**config.mk**
```make
export PLATFORM = sky130hd
export DESIGN_NAME = pid_controller_saturated_unit
export DESIGN_NICKNAME = d
export VERILOG_FILES = /design/src/hw/rtl/pid_sat_pkg.sv /design/src/hw/rtl/pid_sat_mul.sv /design/src/hw/rtl/pid_sat_div.sv /design/src/hw/rtl/pid_controller_saturated_unit.sv
export SDC_FILE = /design/constraint.sdc
export NUM_CORES = 2
export LEC_CHECK = 0
export BUFFER_PORTS_ARGS = -buffer_cell sky130_fd_sc_hd__clkbuf_2
export CAP_MARGIN = 40
export CORE_MARGIN = 10
export CORE_UTILIZATION = 39
export CTS_BUF_LIST = sky130_fd_sc_hd__clkbuf_16
export DETAILED_ROUTE_END_ITERATION = 7
export GPL_ROUTABILITY_DRIVEN = 1
export SLEW_MARGIN = 15
export SYNTH_ARGS = -nofsm -noshare
export SYNTH_HDL_FRONTEND = slang
export SYNTH_SLANG_ARGS = --single-unit
```
**constraint.sdc**
```tcl
create_clock -name clk -period 7.02 [get_ports clk]
set_input_delay 1.404 -clock clk [delete_from_list [all_inputs] [get_ports clk]]
set_output_delay 1.404 -clock clk [all_outputs]
set_load 0.05 [all_outputs]
```
**src/hw/rtl/pid_sat_pkg.sv**
```systemverilog
package pid_sat_pkg;

  // Field and register widths
  localparam int unsigned DataW   = 32;
  localparam int unsigned DtW     = 16;
  localparam int unsigned FracW   = 16;
  localparam int unsigned IntegW  = 48;
  localparam int unsigned CfgIdxW = 3;

  // Shared multiplier: parallel multiplicand, radix-4 serial multiplier
  localparam int unsigned McandW  = IntegW;
  localparam int unsigned MplierW = DataW;
  localparam int unsigned ProdW   = McandW + 2 + MplierW - FracW;

  // Serial divider: |error difference| << FracW over the time step
  localparam int unsigned DivMagW = DataW + 1;
  localparam int unsigned QuoW    = DivMagW + DtW;

  typedef struct packed {
    logic busy;
    logic done;
  } unit_stat_t;

endpackage

```
**src/hw/rtl/pid_sat_mul.sv**
```systemverilog
module pid_sat_mul (
  input  logic                                   clk,
  input  logic                                   rst_n,
  input  logic                                   start,
  input  logic signed [pid_sat_pkg::McandW-1:0]  mcand,
  input  logic signed [pid_sat_pkg::MplierW-1:0] mplier,
  output logic signed [pid_sat_pkg::ProdW-1:0]   prod,
  output pid_sat_pkg::unit_stat_t                stat
);
  import pid_sat_pkg::*;

  localparam int unsigned AccW  = McandW + 2;
  localparam int unsigned Steps = MplierW / 2;
  localparam int unsigned CntW  = $clog2(Steps);

  logic signed [McandW-1:0] v_r;
  logic [MplierW:0]         g_r;
  logic signed [AccW-1:0]   a_r;
  logic [MplierW-1:0]       drop_r;
  logic [CntW-1:0]          cnt_r;
  logic                     busy_r;
  logic                     done_r;
  logic signed [AccW-1:0]   v_ext;
  logic signed [AccW-1:0]   pp;
  logic signed [AccW-1:0]   s;

  assign v_ext = {{(AccW-McandW){v_r[McandW-1]}}, v_r};

  // Booth radix-4 digit select
  always_comb begin
    case (g_r[2:0])
      3'b001, 3'b010: pp = v_ext;
      3'b011:         pp = v_ext <<< 1;
      3'b100:         pp = -(v_ext <<< 1);
      3'b101, 3'b110: pp = -v_ext;
      default:        pp = '0;
    endcase
  end

  assign s = a_r + pp;

  always_ff @(posedge clk) begin
    if (!rst_n) begin
      busy_r <= 1'b0;
      done_r <= 1'b0;
      cnt_r  <= '0;
    end else begin
      done_r <= 1'b0;
      if (start) begin
        v_r    <= mcand;
        g_r    <= {mplier, 1'b0};
        a_r    <= '0;
        cnt_r  <= '0;
        busy_r <= 1'b1;
      end else if (busy_r) begin
        // advance one digit, shift the low bits out into drop_r
        a_r    <= s >>> 2;
        drop_r <= {s[1:0], drop_r[MplierW-1:2]};
        g_r    <= {2'b00, g_r[MplierW:2]};
        cnt_r  <= cnt_r + 1'b1;
        if (cnt_r == CntW'(Steps - 1)) begin
          busy_r <= 1'b0;
          done_r <= 1'b1;
        end
      end
    end
  end

  // floor(mcand * mplier / 2^FracW)
  assign prod      = $signed({a_r, drop_r[MplierW-1:FracW]});
  assign stat.busy = busy_r;
  assign stat.done = done_r;

endmodule

```
**src/hw/rtl/pid_sat_div.sv**
```systemverilog
module pid_sat_div (
  input  logic                                 clk,
  input  logic                                 rst_n,
  input  logic                                 start,
  input  logic [pid_sat_pkg::DivMagW-1:0]      mag,
  input  logic [pid_sat_pkg::DtW-1:0]          divisor,
  output logic [pid_sat_pkg::QuoW-1:0]         quo,
  output pid_sat_pkg::unit_stat_t              stat
);
  import pid_sat_pkg::*;

  localparam int unsigned CntW = $clog2(QuoW);

  logic [DtW-1:0]  d_r;
  logic [DtW-1:0]  rem_r;
  logic [QuoW-1:0] quo_r;
  logic [CntW-1:0] cnt_r;
  logic            busy_r;
  logic            done_r;
  logic [DtW:0]    t;
  logic [DtW:0]    t_sub;
  logic            ge;

  assign t     = {rem_r, quo_r[QuoW-1]};
  assign ge    = (t >= {1'b0, d_r});
  assign t_sub = t - {1'b0, d_r};

  always_ff @(posedge clk) begin
    if (!rst_n) begin
      busy_r <= 1'b0;
      done_r <= 1'b0;
      cnt_r  <= '0;
    end else begin
      done_r <= 1'b0;
      if (start) begin
        d_r    <= divisor;
        rem_r  <= '0;
        quo_r  <= {mag, {FracW{1'b0}}};
        cnt_r  <= '0;
        busy_r <= 1'b1;
      end else if (busy_r) begin
        // restoring step: one quotient bit per cycle
        rem_r <= ge ? t_sub[DtW-1:0] : t[DtW-1:0];
        quo_r <= {quo_r[QuoW-2:0], ge};
        cnt_r <= cnt_r + 1'b1;
        if (cnt_r == CntW'(QuoW - 1)) begin
          busy_r <= 1'b0;
          done_r <= 1'b1;
        end
      end
    end
  end

  assign quo       = quo_r;
  assign stat.busy = busy_r;
  assign stat.done = done_r;

endmodule

```
**src/hw/rtl/pid_controller_saturated_unit.sv**
```systemverilog
// PID controller with output clamp, signed Q16.16, digit-serial datapath.
// One item at a time: in_stall stays high until its result is registered, and
// a finished result waits while out_stall holds a previous one. Four 16-step
// radix-4 multiplies run on the one shared multiplier (the 49-step divider
// overlaps the first three). Reset (rst_n low, synchronous): integral,
// previous error and gains clear, limits span the full range, no result pending.
module pid_controller_saturated_unit (
  input  logic                                   clk,
  input  logic                                   rst_n,
  // input channel
  input  logic                                   in_valid,
  output logic                                   in_stall,
  input  logic signed [pid_sat_pkg::DataW-1:0]   in_target,
  input  logic signed [pid_sat_pkg::DataW-1:0]   in_measured,
  input  logic [pid_sat_pkg::DtW-1:0]            in_step_time,
  // result channel
  output logic                                   out_valid,
  input  logic                                   out_stall,
  output logic signed [pid_sat_pkg::DataW-1:0]   out_drive,
  output logic                                   out_clamped,
  // configuration
  input  logic                                   cfg_we,
  input  logic [pid_sat_pkg::CfgIdxW-1:0]        cfg_index,
  input  logic [pid_sat_pkg::DataW-1:0]          cfg_wdata
);
  import pid_sat_pkg::*;

  localparam logic [CfgIdxW-1:0] RegGainP  = 3'd0;
  localparam logic [CfgIdxW-1:0] RegGainI  = 3'd1;
  localparam logic [CfgIdxW-1:0] RegGainD  = 3'd2;
  localparam logic [CfgIdxW-1:0] RegOutMin = 3'd3;
  localparam logic [CfgIdxW-1:0] RegOutMax = 3'd4;

  localparam logic [DataW-1:0]  DataMax  = {1'b0, {(DataW-1){1'b1}}};
  localparam logic [DataW-1:0]  DataMin  = {1'b1, {(DataW-1){1'b0}}};
  localparam logic [IntegW-1:0] IntegMax = {1'b0, {(IntegW-1){1'b1}}};
  localparam logic [IntegW-1:0] IntegMin = {1'b1, {(IntegW-1){1'b0}}};

  typedef enum logic [2:0] {
    ST_IDLE,      // wait for an item
    ST_PREP,      // form error difference, launch divider and error*dt
    ST_MUL_I,     // error*dt for the integral
    ST_MUL_P,     // gain_p*error
    ST_MUL_K,     // gain_i*integral
    ST_DIV_WAIT,  // hold until the derivative quotient is ready
    ST_MUL_D,     // gain_d*derivative
    ST_CLAMP      // limit the sum and hand it to the output register
  } state_t;

  state_t state_r;

  // configuration registers
  logic signed [DataW-1:0] gain_p_r;
  logic signed [DataW-1:0] gain_i_r;
  logic signed [DataW-1:0] gain_d_r;
  logic signed [DataW-1:0] out_min_r;
  logic signed [DataW-1:0] out_max_r;

  // controller state
  logic signed [IntegW-1:0] integral_r;
  logic signed [DataW-1:0]  last_error_r;

  // per-item working registers
  logic signed [DataW-1:0]   err_r;
  logic [DtW-1:0]            dt_r;
  logic                      diff_neg_r;
  logic signed [ProdW-1:0]   sum_r;
  logic signed [McandW-1:0]  mcand_r;
  logic signed [MplierW-1:0] mplier_r;
  logic                      mul_start_r;

  // output register
  logic                    out_valid_r;
  logic signed [DataW-1:0] out_drive_r;
  logic                    out_clamped_r;

  // unit links
  logic signed [ProdW-1:0] mul_prod;
  unit_stat_t              mul_stat;
  logic [QuoW-1:0]         div_quo;
  unit_stat_t              div_stat;
  logic                    div_start;

  // datapath
  logic [DataW:0]           err_wide;
  logic [DataW-1:0]         err_sat;
  logic [DataW:0]           diff_wide;
  logic [DivMagW-1:0]       diff_mag;
  logic [DataW-1:0]         deriv;
  logic [IntegW:0]          integ_sum;
  logic [IntegW-1:0]        integ_sat;
  logic signed [ProdW-1:0]  sum_add;
  logic signed [ProdW-1:0]  hi_ext;
  logic signed [ProdW-1:0]  lo_ext;
  logic                     over;
  logic                     under;
  logic                     out_free;

  // error = target - measured, saturated to 32 bits
  assign err_wide = {in_target[DataW-1], in_target} - {in_measured[DataW-1], in_measured};
  always_comb begin
    if (err_wide[DataW] != err_wide[DataW-1]) begin
      err_sat = err_wide[DataW] ? DataMin : DataMax;
    end else begin
      err_sat = err_wide[DataW-1:0];
    end
  end

  // error difference against the previous item, as sign and magnitude
  assign diff_wide = {err_r[DataW-1], err_r} - {last_error_r[DataW-1], last_error_r};
  assign diff_mag  = diff_wide[DataW] ? (~diff_wide + 1'b1) : diff_wide;
  assign div_start = (state_r == ST_PREP) && (dt_r != '0);

  // derivative: signed quotient saturated to 32 bits, zero for a zero step
  always_comb begin
    if (dt_r == '0) begin
      deriv = '0;
    end else if (!diff_neg_r) begin
      deriv = (|div_quo[QuoW-1:DataW-1]) ? DataMax : div_quo[DataW-1:0];
    end else if ((|div_quo[QuoW-1:DataW]) ||
                 (div_quo[DataW-1] && (|div_quo[DataW-2:0]))) begin
      deriv = DataMin;
    end else begin
      deriv = ~div_quo[DataW-1:0] + 1'b1;
    end
  end

  // integral + floor(error*dt / 2^16), saturated to 48 bits;
  // the product fits 33 bits, so its low bits carry the full value
  assign integ_sum = {integral_r[IntegW-1], integral_r} + mul_prod[IntegW:0];
  always_comb begin
    if (integ_sum[IntegW] != integ_sum[IntegW-1]) begin
      integ_sat = integ_sum[IntegW] ? IntegMin : IntegMax;
    end else begin
      integ_sat = integ_sum[IntegW-1:0];
    end
  end

  assign sum_add = sum_r + mul_prod;

  // limits: when the two cross, the upper one wins only if the sum is above it
  assign hi_ext   = {{(ProdW-DataW){out_max_r[DataW-1]}}, out_max_r};
  assign lo_ext   = {{(ProdW-DataW){out_min_r[DataW-1]}}, out_min_r};
  assign over     = (sum_r > hi_ext);
  assign under    = (sum_r < lo_ext);
  assign out_free = !out_valid_r || !out_stall;

  pid_sat_mul u_mul (
    .clk    (clk),
    .rst_n  (rst_n),
    .start  (mul_start_r),
    .mcand  (mcand_r),
    .mplier (mplier_r),
    .prod   (mul_prod),
    .stat   (mul_stat)
  );

  pid_sat_div u_div (
    .clk     (clk),
    .rst_n   (rst_n),
    .start   (div_start),
    .mag     (diff_mag),
    .divisor (dt_r),
    .quo     (div_quo),
    .stat    (div_stat)
  );

  always_ff @(posedge clk) begin
    if (!rst_n) begin
      state_r       <= ST_IDLE;
      mul_start_r   <= 1'b0;
      out_valid_r   <= 1'b0;
      integral_r    <= '0;
      last_error_r  <= '0;
      gain_p_r      <= '0;
      gain_i_r      <= '0;
      gain_d_r      <= '0;
      out_min_r     <= DataMin;
      out_max_r     <= DataMax;
    end else begin
      mul_start_r <= 1'b0;

      // drop the held result once taken
      if (out_valid_r && !out_stall) begin
        out_valid_r <= 1'b0;
      end

      if (cfg_we) begin
        case (cfg_index)
          RegGainP:  gain_p_r  <= cfg_wdata;
          RegGainI:  gain_i_r  <= cfg_wdata;
          RegGainD:  gain_d_r  <= cfg_wdata;
          RegOutMin: out_min_r <= cfg_wdata;
          RegOutMax: out_max_r <= cfg_wdata;
          default:   ;
        endcase
      end

      case (state_r)
        ST_IDLE: begin
          if (in_valid) begin
            err_r   <= err_sat;
            dt_r    <= in_step_time;
            state_r <= ST_PREP;
          end
        end

        ST_PREP: begin
          // divider starts this cycle for a nonzero step; launch error*dt on the multiplier
          diff_neg_r   <= diff_wide[DataW];
          last_error_r <= err_r;
          mcand_r      <= {{(McandW-DtW){1'b0}}, dt_r};
          mplier_r     <= err_r;
          mul_start_r  <= 1'b1;
          state_r      <= ST_MUL_I;
        end

        ST_MUL_I: begin
          if (mul_stat.done) begin
            integral_r  <= integ_sat;
            mcand_r     <= {{(McandW-DataW){err_r[DataW-1]}}, err_r};
            mplier_r    <= gain_p_r;
            mul_start_r <= 1'b1;
            state_r     <= ST_MUL_P;
          end
        end

        ST_MUL_P: begin
          if (mul_stat.done) begin
            sum_r       <= mul_prod;
            mcand_r     <= integral_r;
            mplier_r    <= gain_i_r;
            mul_start_r <= 1'b1;
            state_r     <= ST_MUL_K;
          end
        end

        ST_MUL_K: begin
          if (mul_stat.done) begin
            sum_r   <= sum_add;
            state_r <= ST_DIV_WAIT;
          end
        end

        ST_DIV_WAIT: begin
          // hold until the quotient has settled
          if (!div_stat.busy) begin
            mcand_r     <= {{(McandW-DataW){deriv[DataW-1]}}, deriv};
            mplier_r    <= gain_d_r;
            mul_start_r <= 1'b1;
            state_r     <= ST_MUL_D;
          end
        end

        ST_MUL_D: begin
          if (mul_stat.done) begin
            sum_r   <= sum_add;
            state_r <= ST_CLAMP;
          end
        end

        ST_CLAMP: begin
          // advance only when the output register is free or being emptied
          if (out_free) begin
            out_valid_r   <= 1'b1;
            out_clamped_r <= over || under;
            if (over) begin
              out_drive_r <= out_max_r;
            end else if (under) begin
              out_drive_r <= out_min_r;
            end else begin
              out_drive_r <= sum_r[DataW-1:0];
            end
            state_r <= ST_IDLE;
          end
        end

        default: state_r <= ST_IDLE;
      endcase
    end
  end

  assign in_stall    = (state_r != ST_IDLE);
  assign out_valid   = out_valid_r;
  assign out_drive   = out_drive_r;
  assign out_clamped = out_clamped_r;

  // multiplier is never restarted mid-product
  a_mul_start_free: assert property (@(posedge clk) disable iff (!rst_n)
    mul_start_r |-> !mul_stat.busy)
    else $error("multiplier started while busy");

  // no unit activity left over once the item is finished
  a_idle_quiet: assert property (@(posedge clk) disable iff (!rst_n)
    (state_r == ST_IDLE) |-> (!mul_stat.busy && !mul_stat.done && !div_stat.busy))
    else $error("unit still active in idle");

  // divider only runs for a nonzero time step
  a_div_dt: assert property (@(posedge clk) disable iff (!rst_n)
    (div_stat.busy || div_stat.done) |-> (dt_r != '0))
    else $error("divider active with zero time step");

  // derivative product only uses a finished quotient
  a_kd_after_div: assert property (@(posedge clk) disable iff (!rst_n)
    (state_r == ST_MUL_D) |-> !div_stat.busy)
    else $error("derivative multiply overlaps division");

endmodule
```
**Word-level counts from Yosys, hierarchy flattened**

Index checks and enable logic that the tools add are counted.
Widths: inputs -> output; s select.

- Register bits after elaboration: 730
- Bits of input ports: 120
- Output and inout bits: 35
- Word-level logic and storage cells: 176

- Add/sub/neg operators: 12
- Order comparisons: 3
- Equal/unequal tests: 29
- Multiplexer cells: 51
- Bitwise logic cells: 5
- Reductions and logical operators: 44

Operators with widths:

| operator | number |
|---|---|
| $mux 32 | 11 |
| $mux 48 | 5 |
| $pmux 50 s4 | 1 |
| $pmux 48 s4 | 1 |
| $mux 66 | 2 |
| $pmux 66 s2 | 1 |
| $pmux 32 s4 | 1 |
| $mux 33 | 3 |
| $mux 49 | 2 |
| $add 66x66->66 | 1 |
| $gt 66x32->1 | 1 |
| $lt 66x32->1 | 1 |
| $sub 32x32->33 | 2 |
| $add 50x50->50 | 1 |
| $mux 50 | 1 |
| $neg 48->50 | 1 |
| $neg 49->50 | 1 |
| $add 49x49->49 | 1 |
| $add 33x1->33 const B | 1 |
| $not 33->33 | 1 |
| $add 32x1->32 const B | 1 |
| $mux 16 | 2 |
| $not 32->32 | 1 |
| $reduce_or 31->1 | 1 |
| 35 further kinds | 100 |

**Logic depth before layout (Yosys ltp)**

- Depth after elaboration: 8
- Depth in mapped cells: 26
- Mapped depth without buffers: 25

**Cells and area by module**

Synthesis repeated with hierarchy kept, for this count alone.

- Cell total of the unflattened synthesis: 5552
- Area, all modules: 49467.4 um^2

By module, submodules not included:

| module | times used | cells an instance | area an instance (um^2) | seq. area each (um^2) |
|---|---|---|---|---|
| pid_controller_saturated_unit | 1 | 4014 | 34095.2 | 11751.3 |
| pid_sat_mul | 1 | 1186 | 10901.7 | 4474.3 |
| pid_sat_div | 1 | 352 | 4470.5 | 2592.5 |

**Worst setup path after synthesis**

Ideal clock, no wire load.

- Kind: input port to flip-flop
- Start point: input port rst_n
- End point: register sum_r[0], enable pin
- Setup time: 571 ps
- Data arrival time: 6397 ps
- Data required time: 6449 ps
- Setup slack: 51 ps
- Cell stages on the path: 4
- Buffers on the path: 2
- Cell sequence: inv_1 -> clkbuf_1 -> clkbuf_1 -> nor3_1

- Cells in the longest elaborated chain, start to end: 1

Ends and longest elaborated chain:

| item | line | text |
|---|---|---|
| start: declaration | pid_controller_saturated_unit.sv:9 | `input logic rst_n,` |
| $reduce_and 4->1 (no line) | -- |  |
| end signal: assignment | pid_controller_saturated_unit.sv:230 | `sum_r <= mul_prod;` |
| end signal: assignment | pid_controller_saturated_unit.sv:240 | `sum_r <= sum_add;` |
| end signal: assignment | pid_controller_saturated_unit.sv:257 | `sum_r <= sum_add;` |
| end: declaration | pid_controller_saturated_unit.sv:67 | `logic signed [ProdW-1:0] sum_r;` |

Every way passes these cells.
A chain may end at the register's enable or synchronous reset.

**Worst setup path after layout**

- Start point: register u_mul.v_r[1]
- End point: register u_mul.a_r[48], data pin

- Cells in the longest elaborated chain, start to end: 4
- Elaborated cells between the ends (all ways): 5
- Those cells by class: 3 x add/sub; 2 x mux

Ends and longest elaborated chain:

| item | line | text |
|---|---|---|
| start: declaration | pid_sat_mul.sv:16 | `logic signed [McandW-1:0] v_r;` |
| start signal: assignment | pid_sat_mul.sv:50 | `v_r <= mcand;` |
| $neg 49->50 / $neg 48->50 (equally long branches) | pid_sat_mul.sv:34, pid_sat_mul.sv:35 |  |
| $pmux 50 s4 (*) | pid_sat_mul.sv:31 | `case (g_r[2:0])` |
| $add 50x50->50 (*) | pid_sat_mul.sv:40 | `assign s = a_r + pp;` |
| $mux 50 (*) | pid_sat_mul.sv:55 | `end else if (busy_r) begin` |
| end signal: assignment | pid_sat_mul.sv:57 | `a_r <= s >>> 2;` |
| end: declaration | pid_sat_mul.sv:18 | `logic signed [AccW-1:0] a_r;` |

Mark *: on every way between the ends. The rest lies on a longest branch, timed or not. The select of a mux whose other input is x is not followed.

==> impl_metrics.tcl <==
set metrics [dict create \
    outcome "completed" \
    dr.pass1.iters 5 \
    wl_um 144100 \
    fin_crit_sh_pct 90.72 \
    ant_nets 0 \
    cts-htree-levels 3 \
    peakVddDrop_uv 203.8 \
    relSlewSlack_pct 39.78 \
    drt_first_iter_violations 3261 \
    wire_per_inst_um 20.60 \
    syn-num-nets 5752 \
    gp_congestion 0.8838 \
    final_common_cell "nand2_1" \
    grt_setup_unrepaired "false" \
    start_util_pct 39.34 \
    r2r_slack_ns 0.65 \
    grt_max_degree 76 \
    skew_ns 0.05842 \
    worst_slew_pin_slew_ns 0.9002 \
    overflow 0 \
    gr-usage-all-layers_pct 20.55 \
    crit_fanout 9 \
    avgViaCountPerCell 5.627 \
    cts.repair.resized 0 \
    finalHoldViolations 0 \
    regArea_um2 18810 \
    endpoint "u_mul.a_r[48]" \
    worst_ep_required_time_ns 7.42 \
    drc 0 \
    path_class "reg -> reg" \
    ys_seq_elements 712 \
    period_minus_slack_ns 6.368 \
    pre_cts_ws_ns 0.6279 \
    core_um2 120100 \
    cp-start-kind "flop" \
    drive_gt1_share_pct 8.978 \
    cp-startpoint "u_mul.v_r[1]" \
    r2r-start "u_mul.v_r[1]" \
    row_count 127 \
    area_growth_pct 11.44 \
    finalPower_mw 13.33 \
    cp-end-kind "flop" \
    syn_area_per_cell_um2 9.006 \
    ys_types 95 \
    ys_seq_area_share_pct 39.78 \
    r2r_cells 25 \
    syn_inst 5247 \
    clk_latency_ns 0.69 \
    die_w_um 368.1 \
    cts_buffer_depth 3 \
    worst_slack_ns 0.6516 \
    die_h_um 368.1 \
    dpl.hpwl_um 108100 \
    multi_input_area_um2 26730 \
    timing.hold.worst.start "mcand_r[47]" \
    setup_violations 0 \
    fillers 11830 \
    antenna_found_initial 3 \
    fin_nets 5813 \
    cts-root-buf "clkbuf_16" \
    port_buffers 154 \
    ys_async_sr_fraction_pct 0 \
    layout_common_cells "743 x nand2_1, 551 x a21oi_1, 454 x edfxtp_1" \
    tritoncts "done" \
    cts_hold_buf 0 \
    max_freq_mhz 157.0 \
    clk_pin_slew_ns 0.06 \
    die_area_um2 135500 \
    io_pins 155 \
    post-route-util_pct 43.84 \
    grt_pass1_vias 37770 \
    min_path_type "reg -> reg" \
    numClockSinks 712 \
    tns_ns 0 \
    grt_pass1_wl_um 221700 \
    p_per_area_nw_per_um2 253.2 \
    critPathArrivalTime_ns 6.77 \
    p_leak_nw 21.18 \
    slew_viol_final 0 \
    reg2reg_to "u_mul.a_r[48]" \
    drv_cap 0 \
    route.vias.total 39350 \
    synth-edff-count 454 \
    postCtsSetupBuffers 0 \
    ys_warn_count 0 \
    ys.flop_type "edfxtp_1" \
    cts_buffers 84 \
    syn_area_um2 47260 \
]
## final cells by class
| class | count | area share (%) |
|---|---|---|
| Clock inverter | 74 | 1.167 |
| Multi-Input combinational cell | 4049 | 50.75 |
| Sequential cell | 712 | 35.71 |
| Clock buffer | 84 | 3.991 |
| Inverter | 235 | 1.684 |
| Antenna cell | 1 | 0.004752 |
| Timing Repair Buffer | 226 | 2.863 |
| Tap cell | 1612 | 3.830 |
## worst max-delay path, stage by stage, from the launching register on
cell and delay [ns]:
edfxtp_1 0.46, inv_1 0.09, ha_1 0.23, nand2_1 0.08
or2_2 0.36, nor2_1 0.29, nand2_1 0.16, or3_1 0.38
or3_1 0.40, or3_1 0.36, nand2_1 0.10, xor2_1 0.13
o21ai_0 0.10, ha_1 0.36, a21oi_1 0.25, a21oi_1 0.10
a211oi_1 0.36, nor4b_1 0.11, o31ai_1 0.10, nor2b_1 0.38
o31ai_1 0.17, a41o_1 0.28, o41ai_1 0.42, o21ai_0 0.21
xnor2_1 0.19, nor2_1 0.06
## Yosys cell counts, types with 45 or more instances
library cell  instances  area (um^2)
nand2_1             745         2796
a21oi_1             551         2758
edfxtp_1            454        13630
ha_1                379         4742
o21ai_0             370         1852
nor2_1              316         1186
dfxtp_1             258         5165
inv_1               234        878.3
clkbuf_1            227        852.1
a21o_1              205         1539
xnor2_1             171         1498
mux2i_1             145         1451
xor2_1              131         1147
nor3_1               73        365.4
nand4_1              69        431.7
nand3_1              66        330.3
nand2b_1             55        344.1
o211ai_1             52        390.4
nor2b_1              45        281.5
## power breakdown
part	internal [mW]	total [mW]	leakage [nW]	switching [mW]
registers	4.94	5.35	6.27	0.413
clock network	2.42	4.30	1.41	1.88
logic	1.48	3.68	13.5	2.20
## cells by family (layout without fill, tap and decap cells)
kind of cell	after synthesis	in the layout	synth area share, %
adders and majority gates	394	394	10.48
buffers and inverters	486	619	3.932
DFF	712	712	39.78
and+or+nand+nor	1579	1579	15.35
muxes	182	182	3.953
AOI/OAI and AO/OA	1592	1592	20.91
other	0	1	0
xor gates and xnor gates	302	302	5.597
## sequential cells by signal, summed over array words and instances, names as in the netlist, 16 cells and up
register	count
sum_r	66
u_div.quo	49
integral_r	48
mcand_r	48
u_mul.a_r	48
u_mul.v_r	48
u_mul.g_r	33
err_r	32
gain_d_r	32
gain_i_r	32
gain_p_r	32
last_error_r	32
mplier_r	32
out_drive	32
out_max_r	32
out_min_r	32
dt_r	16
u_div.d_r	16
u_div.rem_r	16
u_mul.drop_r	16
## through the flow
step | instances | cell area (um^2) | hold WS [ns]
final | 6993 | 52660 | 0.4015
after CTS | 6990 | 52630 | 0.4032
after detailed placement | 6832 | 49910 | 0.4045
after global routing | 6992 | 52660 | 0.4199
after floorplan | 5247 | 47260 | 0.4003
after global placement | 6817 | 49630 | 0.4013
## routing by layer
| layer | wire length (um) | global-route usage (%) |
|---|---|---|
| met1 | 63510 | 27.34 |
| met3 | 8320 | 2.685 |
| met4 | 4223 | 6.527 |
| met5 | 0 | 0 |
| met2 | 68020 | 34.37 |
## worst min path at each step
stage	cells past startpoint	slack, ns	endpoint
2_1_floorplan	0	0.40	u_mul.v_r[0]
6_report	0	0.40	u_mul.v_r[47]
4_1_cts	0	0.40	u_mul.v_r[47]
5_1_grt	0	0.42	u_mul.v_r[46]
3_5_place_dp	0	0.40	u_mul.v_r[26]
3_3_place_gp	0	0.40	u_mul.v_r[31]
Note: power is estimated with default switching activity, not from simulation.
